--- src/rtl/core/assert_macros.svh ---
// Assertion macros shared by the RTL; they compile to nothing when SYNTH is defined.
`ifndef ASSERT_MACROS_SVH
`define ASSERT_MACROS_SVH
`ifndef SYNTH
// Checks that a property holds at every clock edge outside reset.
`define ASSERT_ALWAYS(name, clk, rst, prop) \
   name: assert property (@(posedge clk) disable iff (rst) (prop)) \
      else $error("assertion failed");
// Checks that a condition at one edge implies another at the next edge.
`define ASSERT_NEXT(name, clk, rst, cond, expr) \
   name: assert property (@(posedge clk) disable iff (rst) (cond) |=> (expr)) \
      else $error("assertion failed");
`else
`define ASSERT_ALWAYS(name, clk, rst, prop)
`define ASSERT_NEXT(name, clk, rst, cond, expr)
`endif
`endif

--- src/rtl/core/lbs_pkg.sv ---
// Types and constants for the lexeme boundary scanner.
package lbs_pkg;

   typedef enum logic [7:0] {
      MODE_BOUNDARY = 8'b0000_0001,
      MODE_SPACE    = 8'b0000_0010,
      MODE_QUOTE    = 8'b0000_0100,
      MODE_COMMA    = 8'b0000_1000,
      MODE_OPERAND  = 8'b0001_0000,
      MODE_OPERATOR = 8'b0010_0000,
      MODE_LINE     = 8'b0100_0000,
      MODE_BLOCK    = 8'b1000_0000
   } mode_type;

   typedef enum logic [2:0] {
      KIND_SPACE    = 3'd0,
      KIND_QUOTE    = 3'd1,
      KIND_COMMA    = 3'd2,
      KIND_OPERAND  = 3'd3,
      KIND_OPERATOR = 3'd4,
      KIND_SINGLE   = 3'd5,
      KIND_COMMENT  = 3'd6
   } kind_type;

   typedef struct packed {
      mode_type mode;
      logic     quote_dbl;
      logic     esc_pending;
      logic     star_seen;
   } scan_state_type;

   localparam scan_state_type SCAN_RESET = '{
      mode: MODE_BOUNDARY, quote_dbl: 1'b0, esc_pending: 1'b0, star_seen: 1'b0
   };

   localparam logic [7:0] CH_NUL   = 8'h00;
   localparam logic [7:0] CH_TAB   = 8'h09;
   localparam logic [7:0] CH_LF    = 8'h0A;
   localparam logic [7:0] CH_CR    = 8'h0D;
   localparam logic [7:0] CH_SPACE = 8'h20;
   localparam logic [7:0] CH_DQUOTE = 8'h22;
   localparam logic [7:0] CH_APOS  = 8'h27;
   localparam logic [7:0] CH_LPAR  = 8'h28;
   localparam logic [7:0] CH_RPAR  = 8'h29;
   localparam logic [7:0] CH_STAR  = 8'h2A;
   localparam logic [7:0] CH_COMMA = 8'h2C;
   localparam logic [7:0] CH_SLASH = 8'h2F;
   localparam logic [7:0] CH_SEMI  = 8'h3B;
   localparam logic [7:0] CH_LBRK  = 8'h5B;
   localparam logic [7:0] CH_BSLASH = 8'h5C;
   localparam logic [7:0] CH_RBRK  = 8'h5D;
   localparam logic [7:0] CH_UNDER = 8'h5F;
   localparam logic [7:0] CH_LBRC  = 8'h7B;
   localparam logic [7:0] CH_RBRC  = 8'h7D;

endpackage

--- src/rtl/core/lexeme_boundary_scanner_unit.sv ---
// Lexeme boundary scanner: tags each source byte with its lexeme kind and a start flag.
//
// Takes one byte word per cycle, unless stalled, and returns each byte tagged one input
// later, since a slash needs the following byte to tell a comment opener from an
// operator. The first byte of a text gives no result; an end-of-text word flushes the
// held byte (or gives an empty last result) and returns the scanner to its fresh state.
// Throughput is one word per clock while req_stall is low: the held byte and the scan
// state form a single register stage, the classifier is one level of combinational
// logic, and the result sits in an output register. A result appears on rsp_valid the
// cycle after the word that caused it is accepted. req_stall is raised only while the
// output register holds a result that the consumer stalls.
`include "assert_macros.svh"

module lexeme_boundary_scanner_unit (
   input  logic       clock,
   input  logic       reset,
   input  logic       req_valid,
   output logic       req_stall,
   input  logic [7:0] req_text_byte,
   input  logic       req_end_of_text,
   output logic       rsp_valid,
   input  logic       rsp_stall,
   output logic [7:0] rsp_byte_out,
   output logic       rsp_has_byte,
   output logic [2:0] rsp_lexeme_kind,
   output logic       rsp_lexeme_start,
   output logic       rsp_is_last
);
   import lbs_pkg::*;

   logic [7:0]     held_byte_ff, held_byte_in;
   logic           held_valid_ff, held_valid_in;
   scan_state_type scan_ff, scan_in;

   logic           rsp_valid_ff, rsp_valid_in;
   logic [7:0]     byte_ff, byte_in;
   logic           has_byte_ff, has_byte_in;
   kind_type       kind_ff, kind_in;
   logic           start_ff, start_in;
   logic           last_ff, last_in;

   scan_state_type cls_next;
   kind_type       cls_kind;
   logic           cls_start;
   logic           accept;
   logic           produce;

   lbs_classify u_classify (
      .cur_byte (held_byte_ff),
      .nxt_ok   (!req_end_of_text),
      .nxt_byte (req_text_byte),
      .st       (scan_ff),
      .st_next  (cls_next),
      .kind     (cls_kind),
      .start    (cls_start)
   );

   assign req_stall = rsp_valid_ff && rsp_stall;
   assign accept    = req_valid && !req_stall;
   // Every word yields a result except the first byte of a text.
   assign produce   = accept && (req_end_of_text || held_valid_ff);

   always_comb begin
      held_byte_in  = held_byte_ff;
      held_valid_in = held_valid_ff;
      scan_in       = scan_ff;
      byte_in       = byte_ff;
      has_byte_in   = has_byte_ff;
      kind_in       = kind_ff;
      start_in      = start_ff;
      last_in       = last_ff;
      rsp_valid_in  = produce || (rsp_valid_ff && rsp_stall);

      if (accept) begin
         if (req_end_of_text) begin
            byte_in       = held_valid_ff ? held_byte_ff : CH_NUL;
            has_byte_in   = held_valid_ff;
            kind_in       = held_valid_ff ? cls_kind : KIND_SPACE;
            start_in      = held_valid_ff && cls_start;
            last_in       = 1'b1;
            held_byte_in  = CH_NUL;
            held_valid_in = 1'b0;
            scan_in       = SCAN_RESET;
         end else if (!held_valid_ff) begin
            held_byte_in  = req_text_byte;
            held_valid_in = 1'b1;
         end else begin
            byte_in      = held_byte_ff;
            has_byte_in  = 1'b1;
            kind_in      = cls_kind;
            start_in     = cls_start;
            last_in      = 1'b0;
            held_byte_in = req_text_byte;
            scan_in      = cls_next;
         end
      end
   end

   always_ff @(posedge clock) begin
      if (reset) begin
         held_valid_ff <= 1'b0;
         scan_ff       <= SCAN_RESET;
         rsp_valid_ff  <= 1'b0;
      end else begin
         held_valid_ff <= held_valid_in;
         scan_ff       <= scan_in;
         rsp_valid_ff  <= rsp_valid_in;
      end
   end

   always_ff @(posedge clock) begin
      held_byte_ff <= held_byte_in;
      byte_ff      <= byte_in;
      has_byte_ff  <= has_byte_in;
      kind_ff      <= kind_in;
      start_ff     <= start_in;
      last_ff      <= last_in;
   end

   assign rsp_valid        = rsp_valid_ff;
   assign rsp_byte_out     = byte_ff;
   assign rsp_has_byte     = has_byte_ff;
   assign rsp_lexeme_kind  = kind_ff;
   assign rsp_lexeme_start = start_ff;
   assign rsp_is_last      = last_ff;

   `ASSERT_ALWAYS(a_mode_onehot, clock, reset, $onehot(scan_ff.mode))
   `ASSERT_ALWAYS(a_empty_is_last, clock, reset,
      !(rsp_valid_ff && !has_byte_ff) || (last_ff && !start_ff && kind_ff == KIND_SPACE))
   `ASSERT_NEXT(a_eot_clears, clock, reset, accept && req_end_of_text,
      !held_valid_ff && scan_ff.mode == MODE_BOUNDARY)
   `ASSERT_NEXT(a_byte_held, clock, reset, accept && !req_end_of_text,
      held_valid_ff && rsp_valid_ff == $past(held_valid_ff || (rsp_valid_ff && rsp_stall)))

endmodule

--- src/rtl/core/lbs_classify.sv ---
// Classifies one held byte against the open lexeme and computes the next scan state.
module lbs_classify (
   input  logic [7:0]            cur_byte,
   input  logic                  nxt_ok,
   input  logic [7:0]            nxt_byte,
   input  lbs_pkg::scan_state_type st,
   output lbs_pkg::scan_state_type st_next,
   output lbs_pkg::kind_type     kind,
   output logic                  start
);
   import lbs_pkg::*;

   function automatic logic is_space(input logic [7:0] b);
      return (b == CH_SPACE) || (b == CH_TAB) || (b == CH_CR);
   endfunction

   function automatic logic is_quote(input logic [7:0] b);
      return (b == CH_DQUOTE) || (b == CH_APOS);
   endfunction

   function automatic logic is_delim(input logic [7:0] b);
      return (b == CH_NUL) || is_space(b) || (b == CH_LF) || (b == CH_SEMI) ||
             (b == CH_LPAR) || (b == CH_RPAR) || (b == CH_LBRK) || (b == CH_RBRK) ||
             (b == CH_LBRC) || (b == CH_RBRC);
   endfunction

   function automatic logic is_operand(input logic [7:0] b);
      return (b >= 8'h30 && b <= 8'h39) || (b >= 8'h61 && b <= 8'h7A) ||
             (b >= 8'h41 && b <= 8'h5A) || (b == CH_APOS) || (b == CH_UNDER);
   endfunction

   function automatic logic is_operator(input logic [7:0] b);
      return (b != CH_NUL) && !b[7] && !is_delim(b) && !is_operand(b) && !is_quote(b);
   endfunction

   always_comb begin
      scan_state_type ns;
      logic           cont;
      logic [7:0]     close_ch;
      ns       = st;
      cont     = 1'b0;
      kind     = KIND_SINGLE;
      close_ch = st.quote_dbl ? CH_DQUOTE : CH_APOS;

      unique case (st.mode)
         MODE_SPACE: begin
            cont = is_space(cur_byte);
            kind = KIND_SPACE;
         end
         MODE_COMMA: begin
            cont = (cur_byte == CH_COMMA);
            kind = KIND_COMMA;
         end
         MODE_OPERAND: begin
            cont = is_operand(cur_byte);
            kind = KIND_OPERAND;
         end
         MODE_OPERATOR: begin
            cont = is_operator(cur_byte);
            kind = KIND_OPERATOR;
         end
         MODE_QUOTE: begin
            kind = KIND_QUOTE;
            if (cur_byte == CH_NUL) begin
               ns.esc_pending = 1'b0;
            end else if (st.esc_pending) begin
               ns.esc_pending = 1'b0;
               cont = 1'b1;
            end else if (cur_byte == CH_LF) begin
               cont = 1'b0;
            end else if (cur_byte == CH_BSLASH) begin
               ns.esc_pending = 1'b1;
               cont = 1'b1;
            end else begin
               if (cur_byte == close_ch) ns.mode = MODE_BOUNDARY;
               cont = 1'b1;
            end
         end
         MODE_LINE: begin
            cont = (cur_byte != CH_LF) && (cur_byte != CH_NUL);
            kind = KIND_COMMENT;
         end
         MODE_BLOCK: begin
            kind = KIND_COMMENT;
            if (cur_byte == CH_NUL) begin
               ns.star_seen = 1'b0;
            end else begin
               // The opening star counts, so a slash right after it closes the comment.
               if (st.star_seen && cur_byte == CH_SLASH) ns.mode = MODE_BOUNDARY;
               ns.star_seen = (cur_byte == CH_STAR);
               cont = 1'b1;
            end
         end
         default: cont = 1'b0;
      endcase

      start = !cont;
      if (!cont) begin
         if (cur_byte == CH_SLASH && nxt_ok &&
             (nxt_byte == CH_SLASH || nxt_byte == CH_STAR)) begin
            ns.mode      = (nxt_byte == CH_SLASH) ? MODE_LINE : MODE_BLOCK;
            ns.star_seen = 1'b0;
            kind         = KIND_COMMENT;
         end else if (is_space(cur_byte)) begin
            ns.mode = MODE_SPACE;
            kind    = KIND_SPACE;
         end else if (is_quote(cur_byte)) begin
            ns.mode        = MODE_QUOTE;
            ns.quote_dbl   = (cur_byte == CH_DQUOTE);
            ns.esc_pending = 1'b0;
            kind           = KIND_QUOTE;
         end else if (cur_byte == CH_COMMA) begin
            ns.mode = MODE_COMMA;
            kind    = KIND_COMMA;
         end else if (is_operand(cur_byte)) begin
            ns.mode = MODE_OPERAND;
            kind    = KIND_OPERAND;
         end else if (is_operator(cur_byte)) begin
            ns.mode = MODE_OPERATOR;
            kind    = KIND_OPERATOR;
         end else begin
            ns.mode = MODE_BOUNDARY;
            kind    = KIND_SINGLE;
         end
      end
      st_next = ns;
   end

endmodule

--- config.mk ---
export PLATFORM = sky130hd
export DESIGN_NAME = lexeme_boundary_scanner_unit
export DESIGN_NICKNAME = d
export VERILOG_FILES = /design/src/rtl/core/lbs_pkg.sv /design/src/rtl/core/lexeme_boundary_scanner_unit.sv /design/src/rtl/core/lbs_classify.sv
export VERILOG_INCLUDE_DIRS = /design/src /design/src/rtl/core
export SDC_FILE = /design/constraint.sdc
export NUM_CORES = 1
export LEC_CHECK = 0
export BUFFER_PORTS_ARGS = -buffer_cell sky130_fd_sc_hd__buf_2
export CAP_MARGIN = 20
export CORE_AREA = 2 2 66 68
export DETAILED_ROUTE_END_ITERATION = 10
export DIE_AREA = 0 0 68 70
export MAX_ROUTING_LAYER = met4
export PLACE_DENSITY = 0.76
export SLEW_MARGIN = 25
export SYNTH_ARGS = -nofsm -noshare
export SYNTH_HDL_FRONTEND = slang
export SYNTH_HIERARCHICAL = 1
export SYNTH_SLANG_ARGS = --single-unit
--- constraint.sdc ---
create_clock -name clock -period 3.6 [get_ports clock]
set_input_delay 0.18 -clock clock [delete_from_list [all_inputs] [get_ports clock]]
set_output_delay 0.18 -clock clock [all_outputs]
set_load 0.05 [all_outputs]
==> metrics.cfg, run 1 <==
[power_and_ir_drop]
leakagePower_nw=0.892
power.density_mw_per_mm2=393
power.total_w=0.000956
ir_worst_vdd_mv=0.166

[clocking]
clockRootBuffer=clkbuf_8
cts_setup_buffers=0
clkTransAtPathRegs_ns=0.07
cts_hold_buf=0
cts_resized=0
cts_tree=built
clkLatencyLatePin_ns=0.29
cts_buffers=5
htree_levels=2
clock-sinks=35
clockBufferDepth=2

[detailed_routing]
wl_per_cell_um=16.1
vias=1913
via_per_inst=6.44
drc=0
routed_wl_um=4790
first_pass_iters=5
final_antenna_net_count=0
drt_iter0_markers=230

[floorplanning]
die_h_um=70
core-area_sq_mm=0.00414
io_pins=29
fp-row-count=24
die-width_um=68
initial_core_util=0.529
dieArea_sq_mm=0.00476

[layout]
fin_cells=297
finalNetCount=257
syn_to_final_growth_pct=10.8
n_antenna_cell=0
drive_gt1_frac=0.237

[worst_setup_path]
slowest_stage=edfxtp_1
crit_path_cell_trace=nor4_1, a22o_1, a2111oi_2, nand4_1, a21oi_4, nor2_4, mux2_4, and2_1
arrival_ns=3.00
worst_path_dominant_cell_family=compound AO/OA/AOI/OAI gates
crit_type=flip-flop to flip-flop
cp_slowest_stage_delay_ns=0.67
cp.required_ns=3.64
critical_path_buf_inv_count=0
cp_max_fo=16
start_kind=flip-flop
worstSetupEndpointType=flip-flop

[timing]
slew_headroom=0.479
drv_slew=0
hold_violations=0
fin_crit_ns=2.95
worst_pin_slew_ns=0.780
rsz0062_at_grt=false
skew_ns=0.00380
fmax_mhz=339
fin_setup_tns_ns=0
post-route-period-util=0.820
setup_viol=0

[synth]
yosysSeqAreaShare=0.420
synth.avg_cell_area_sq_um=9.92
ys_warn_count=6
async_reset_ff_frac=0
synth.most_common_cell=edfxtp_1
syn_area_sq_mm=0.00219
synth-main-ff-cell=edfxtp_1
synth_cells=221
synth_enable_flop_cells=22
synthTopCellsByCount=edfxtp_1 (22), and2_1 (14), dfxtp_1 (13)
netlist.area_leader.share=0.301
synth_area_leader_cell=edfxtp_1
synth_nets=234
ys_types=62
ys_ff_latch=35
synth.area.top_cells=edfxtp_1 (30%), dfxtp_1 (12%), a22o_1 (4.0%), and2_1 (4.0%), nor2b_1 (2.9%)

[place]
port_buffers=28
hpwl_um=3390
globalplace.congestion=0.934
dp_cells=289

[global_route]
grt_pass1_vias=1684
grt_max_degree=18
gr-total-overflow=0
grt_first_pass_wirelength_um=7880
grt_use_total=0.224
antenna_found_initial=0

[outcome]
status=finished clean

[worst_hold_path]
hp-class=primary input to flip-flop

[job]
max_cap_viol_count=0

[sequential cells by signal, indices dropped and copies added (netlist names)]
signal	cells
rsp_is_last	1
rsp_byte_out	8
scan_ff	11
held_byte_ff	8
rsp_valid	1
rsp_has_byte	1
held_valid_ff	1
rsp_lexeme_start	1
rsp_lexeme_kind	3
[cell type report]
cell class | instances | area (sq um)
Timing Repair Buffer | 28 | 140
Sequential cell | 35 | 921
Multi-Input combinational cell | 166 | 1170
Clock inverter | 3 | 38.8
Tap cell | 52 | 65.1
Fill cell | 362 | 1710
Inverter | 8 | 30.0
Clock buffer | 5 | 68.8
[cells in the final DEF, fill, tap and decap left out, types with 7 or more instances in the layout]
cell and instances:
nand2_1 11, a22o_1 10, edfxtp_1 22, dfxtp_1 13
inv_1 7, buf_2 28, and2_1 14, nor2_1 8
nand3_1 7, o21ai_0 8, a21oi_1 12, nor2b_1 10
[path summary, 6_finish.rpt]
| check | startpoint | endpoint | slack [ns] | cells past startpoint |
|---|---|---|---|---|
| setup / recovery | held_byte_ff[0] | rsp_lexeme_kind[0] | 0.65 | 8 |
| setup reg to reg | held_byte_ff[0] | rsp_lexeme_kind[0] | 0.65 | 8 |
| hold reg to reg | scan_ff[3] | scan_ff[3] | 0.50 | 2 |
| hold / removal | reset | rsp_valid | 0.09 | 2 |
[layer usage]
metal  GRT usage  wire length [um]  part of all wire
met5           -                 0                 0
met4      0.0956               165             0.034
met3      0.0451               387             0.081
met2       0.334              2250              0.47
met1       0.295              1990              0.41
[power breakdown]
part | internal, W | total, W | switching [W]
Sequential | 0.000450 | 0.000475 | 0.0000249
Clock | 0.000203 | 0.000340 | 0.000138
Combinational | 0.0000457 | 0.000141 | 0.0000951
Total | 0.000698 | 0.000956 | 0.000258
[cells by family after synthesis]
family	after synthesis	synth area share
AOI/OAI and AO/OA	59	0.207
xor gates and xnor gates	3	0.0120
buffers and inverters	20	0.0491
DFF	35	0.420
muxes	4	0.0205
and+or+nand+nor	100	0.291
[stage by stage]
| step | cell area, sq um | util | setup slack (ns) | hold slack (ns) |
|---|---|---|---|---|
| after floorplan | 2190 | - | 1.03 | 0.249 |
| after global placement | 2320 | 0.560 | 0.822 | 0.386 |
| after detailed placement | 2320 | 0.561 | 0.733 | 0.392 |
| after CTS | 2430 | 0.587 | 0.721 | 0.0836 |
| after global routing | 2430 | 0.587 | 0.524 | 0.0889 |
| final | 2430 | 0.587 | 0.647 | 0.0887 |
Note: power is estimated with default switching activity, not from simulation.
==> run 2: changes to the inputs <==
--- a/config.mk
+++ b/config.mk
@@ -8,11 +8,11 @@
 export LEC_CHECK = 0
 export BUFFER_PORTS_ARGS = -buffer_cell sky130_fd_sc_hd__buf_2
 export CAP_MARGIN = 20
-export CORE_AREA = 2 2 66 68
+export CORE_AREA = 2 2 68 70
 export DETAILED_ROUTE_END_ITERATION = 10
-export DIE_AREA = 0 0 68 70
+export DIE_AREA = 0 0 70 72
 export MAX_ROUTING_LAYER = met4
-export PLACE_DENSITY = 0.76
+export PLACE_DENSITY = 0.75
 export SLEW_MARGIN = 25
 export SYNTH_ARGS = -nofsm -noshare
 export SYNTH_HDL_FRONTEND = slang
==> constraint.sdc (replaced) <==
create_clock -name clock -period 2.6 [get_ports clock]
set_input_delay 0.13 -clock clock [delete_from_list [all_inputs] [get_ports clock]]
set_output_delay 0.13 -clock clock [all_outputs]
set_load 0.05 [all_outputs]
==> run 2 against run 1 <==
  * Clock skew increased by 0.0025 ns
  * Largest power group unchanged
  * Critical path type unchanged
  * Critical endpoint is now scan_ff[8]
  * Core utilization increased by 5.2 points
  * Die area increased by 5.9%
==> metrics.cfg, run 2 (synthesized netlist as in run 1, its figures left out) <==
[global_route]
gr-total-overflow=0
grt_first_pass_wirelength_um=8670
grt_max_degree=15
grt_use_total=0.226
antenna_found_initial=0
grt_pass1_vias=1814

[clocking]
clockBufferDepth=2
clockRootBuffer=clkbuf_8
cts_tree=built
clkLatencyLatePin_ns=0.29
htree_levels=2
clock-sinks=35
cts_buffers=5
clkTransAtPathRegs_ns=0.07

[place]
hpwl_um=3750
globalplace.congestion=0.972
port_buffers=28

[power_and_ir_drop]
power.total_w=0.00128
pwr-share-seq=0.501
p_int_w=0.000901
leakagePower_nw=1.05
ir_worst_vdd_mv=0.298
combinationalPowerShare=0.207
p_sw_frac=0.296
netSwitchingPower_w=0.000379
power.density_mw_per_mm2=470
power_frac_clock=0.292

[detailed_routing]
drc=0
drt_iter0_markers=227
via_per_inst=6.09
wl_met3_um=367
dr_wl_met2_um=2750
met1_length_um=2420
dr.max_layer_used=met4
vias=1996
routed_wl_um=5650
first_pass_iters=4
wl_per_cell_um=17.2
final_antenna_net_count=0

[timing]
slew_headroom=0.622
fmax_mhz=388
setup_viol=0
fin_crit_ns=2.58
hold_violations=0
skew_ns=0.00631
worst_pin_slew_ns=0.563
fin_setup_tns_ns=0
post-route-period-util=0.991
rsz0062_at_grt=true
drv_slew=0

[layout]
n_antenna_cell=0
largest_reg_flops=11
finalNetCount=288
drive_gt1_frac=0.348
final_cell_mix=buf_2 (29), buf_4 (29), edfxtp_1 (22)
syn_to_final_growth_pct=24.1
regMostFlops=scan_ff

[floorplanning]
fp-row-count=24
die_h_um=72
dieArea_sq_mm=0.00504
core-area_sq_mm=0.00426
initial_core_util=0.514
io_pins=29
die-width_um=70

[worst_setup_path]
cp_slowest_stage_delay_ns=0.57
crit_path_cell_trace=or4_4, or4b_4, a41oi_2, o21ai_2, o211ai_1, o32ai_1, and4_1, a22o_1
crit_type=flip-flop to flip-flop
worstSetupEndpointType=flip-flop
slowest_stage=or4_4
start_kind=flip-flop
cp.required_ns=2.78
arrival_ns=2.76
cp_max_fo=5

[job]
max_cap_viol_count=0

[outcome]
status=finished clean

[worst_hold_path]
hp-class=primary input to flip-flop

-- run 2: layout make-up --
class	instances	area, sq um
clock inverter	2	7.51
sequential	35	921
inverter	8	30.0
clock buffer	6	72.6
tap	52	65.1
timing repair buffer	59	374
multi-input combinational	166	1250
fill	361	1540
-- run 2: what timing repair did --
action / in CTS / in global routing
buffers inserted: 5 / 10
resized for setup: 2 / 14
setup endpoints to repair: 4 / 14
pin swaps: 2 / 5
hold buffers: 0 / 0
endpoints found under the hold margin: 0 / 0
-- run 2: critical path, delay by kind of cell (launching register included) --
kind / cells / cell delay, ns
flops: 1 / 0.34
compound gates: 5 / 0.83
simple gates: 3 / 1.31
-- run 2: final timing paths --
path	from	endpoint	slack, ns	cells past startpoint
max	scan_ff[4]	scan_ff[8]	0.02	8
min reg2reg	scan_ff[3]	scan_ff[3]	0.50	2
min	reset	rsp_valid	0.04	2
max reg2reg	scan_ff[4]	scan_ff[8]	0.02	8
-- run 2: metal layers --
metal,global-route usage,up-vias
met1,0.274,954
met3,0.0500,13
met5,-,-
li1,-,956
met4,0.0940,0
met2,0.367,73
-- run 2: power groups by stage --
stage                     Combinational [W]  Clock, W  Sequential, W
after floorplan                    0.000113         0       0.000704
after global placement             0.000215         0       0.000656
after detailed placement           0.000219         0       0.000658
after CTS                          0.000233  0.000385       0.000642
after global routing               0.000282  0.000408       0.000643
final                              0.000265  0.000374       0.000641
-- run 2: through the flow --
stage               hold WS [ns]  worst slack, ns  cells  utilization  cell area, sq um
global route              0.0399           -0.121    328        0.638              2720
floorplan                  0.199           0.0283    221            -              2190
CTS                       0.0266          0.00718    318        0.603              2570
global placement           0.333           0.0367    305        0.572              2440
finish                    0.0398           0.0237    328        0.638              2720
detailed placement         0.348          -0.0727    305        0.572              2440
==> run 3: changes to the inputs <==
--- a/config.mk
+++ b/config.mk
@@ -8,11 +8,11 @@
 export LEC_CHECK = 0
 export BUFFER_PORTS_ARGS = -buffer_cell sky130_fd_sc_hd__buf_2
 export CAP_MARGIN = 20
-export CORE_AREA = 2 2 68 70
+export CORE_AREA = 2 2 64 66
 export DETAILED_ROUTE_END_ITERATION = 10
-export DIE_AREA = 0 0 70 72
+export DIE_AREA = 0 0 66 68
 export MAX_ROUTING_LAYER = met4
-export PLACE_DENSITY = 0.75
+export PLACE_DENSITY = 0.8
 export SLEW_MARGIN = 25
 export SYNTH_ARGS = -nofsm -noshare
 export SYNTH_HDL_FRONTEND = slang
==> constraint.sdc (replaced) <==
create_clock -name clock -period 3 [get_ports clock]
set_input_delay 0.15 -clock clock [delete_from_list [all_inputs] [get_ports clock]]
set_output_delay 0.15 -clock clock [all_outputs]
set_load 0.05 [all_outputs]
==> run 3 against run 2 <==
  * Via count down 5.1%
  * Largest power group unchanged
  * Cell count down 7.9%
  * Core utilization rose by 1.0 points
  * Largest cell class unchanged
  * Highest routed layer unchanged
  * Critical path type unchanged
==> metrics.cfg, run 3 (synthesized netlist as in run 1, its figures left out) <==
[outcome]
status=finished clean

[clocking]
clkLatencyLatePin_ns=0.29
cts_buffers=5
clock-sinks=35
clkTransAtPathRegs_ns=0.07
cts_tree=built
clockBufferDepth=2
cts_hold_buf=0
htree_levels=2
clockRootBuffer=clkbuf_8

[timing]
hold_violations=0
fin_ws_ns=0.182
slew_headroom=0.616
drv_slew=0
fin_setup_tns_ns=0
whs_ns=0.0577
rsz0062_at_grt=false
worst_pin_slew_ns=0.572
fmax_mhz=355
skew_ns=0.00513
fin_crit_ns=2.82
setup_viol=0
post-route-period-util=0.939

[power_and_ir_drop]
combinationalPowerShare=0.154
power.density_mw_per_mm2=474
netSwitchingPower_w=0.000314
p_sw_frac=0.265
p_int_w=0.000871
ir_worst_vdd_mv=0.367
pwr-share-seq=0.478
power_frac_clock=0.368
leakagePower_nw=0.936

[place]
pre_cts_slack_ns=0.230
place_area_sq_mm=0.00235
port_buffers=28
globalplace.congestion=0.988
hpwl_um=3320

[global_route]
grt_max_degree=17
grt_pass1_vias=1637
grt_use_total=0.229
gr-total-overflow=0
antenna_found_initial=0
grt_first_pass_wirelength_um=7560

[job]
max_cap_viol_count=0

[worst_setup_path]
crit_type=flip-flop to flip-flop
cp_max_fo=15
reg2reg_depth=8
worstSetupEndpointType=flip-flop
start_kind=flip-flop
arrival_ns=2.87
cp.required_ns=3.05

[floorplanning]
io_pins=29
fp-row-count=23
dieArea_sq_mm=0.00449
die_h_um=68
die-width_um=66
core-area_sq_mm=0.00386
initial_core_util=0.569

[detailed_routing]
vias=1895
via_per_inst=6.27
wl_per_cell_um=15.5
drc=0
drt_iter0_markers=132
routed_wl_um=4680
final_antenna_net_count=0
first_pass_iters=7

[layout]
final_cell_area_sq_mm=0.00250
nFillCells=314
final_common_cell=buf_2
multi_input_area_sq_mm=0.00118
n_antenna_cell=0
syn_to_final_growth_pct=14.0
finalNetCount=264
final_cell_mix=buf_2 (28), edfxtp_1 (22), and2_1 (14)
seq_area_sq_um=921
fin_util=0.649
drive_gt1_frac=0.258
largest_reg_flops=11
regMostFlops=scan_ff

[worst_hold_path]
hp-class=primary input to flip-flop
whs_path_depth=2

[run 3: layer usage]
layer / global-route usage / up-vias / part of all wire
met3: 0.0543 / 16 / 0.081
met1: 0.292 / 872 / 0.42
met4: 0.0740 / 0 / 0.018
met2: 0.362 / 92 / 0.48
li1: - / 915 / -
met5: - / - / 0
[run 3: path summary, 6_finish.rpt]
check,end,slack (ns),from
hold / removal,held_valid_ff,0.06,reset
setup reg to reg,rsp_lexeme_kind[0],0.18,held_byte_ff[1]
hold reg to reg,scan_ff[3],0.49,scan_ff[3]
setup / recovery,rsp_lexeme_kind[0],0.18,held_byte_ff[1]
[run 3: repair_timing]
item                       in CTS  in global routing
buffers inserted                0                  3
gates resized for setup         0                  1
setup endpoints to repair       0                  1
[run 3: critical path, cell delays in order (launching register included)]
cell	delay [ns]
edfxtp_1	0.59
or4b_2	0.73
a21oi_1	0.27
a2111oi_4	0.11
nand4_1	0.14
a21oi_4	0.10
nor2_4	0.21
mux2_4	0.32
and2_1	0.13
[run 3: power by group through the flow]
stage	sequential [W]	combinational, W	clock [W]
global placement	0.000576	0.000172	0
CTS	0.000567	0.000174	0.000442
global route	0.000570	0.000196	0.000461
detailed placement	0.000577	0.000173	0
floorplan	0.000610	0.0000980	0
finish	0.000566	0.000183	0.000436
[run 3: per-stage QoR]
step,cells,total power (W)
detailed placement,291,0.000750
finish,302,0.00118
global route,302,0.00123
floorplan,221,0.000708
CTS,299,0.00118
global placement,291,0.000748
[run 3: cell type report]
| cell class | instances | area share |
|---|---|---|
| Tap cell | 50 | 0.0250 |
| Clock inverter | 2 | 0.0140 |
| Multi-Input combinational cell | 166 | 0.471 |
| Sequential cell | 35 | 0.368 |
| Clock buffer | 6 | 0.0330 |
| Timing Repair Buffer | 35 | 0.0770 |
| Inverter | 8 | 0.0120 |
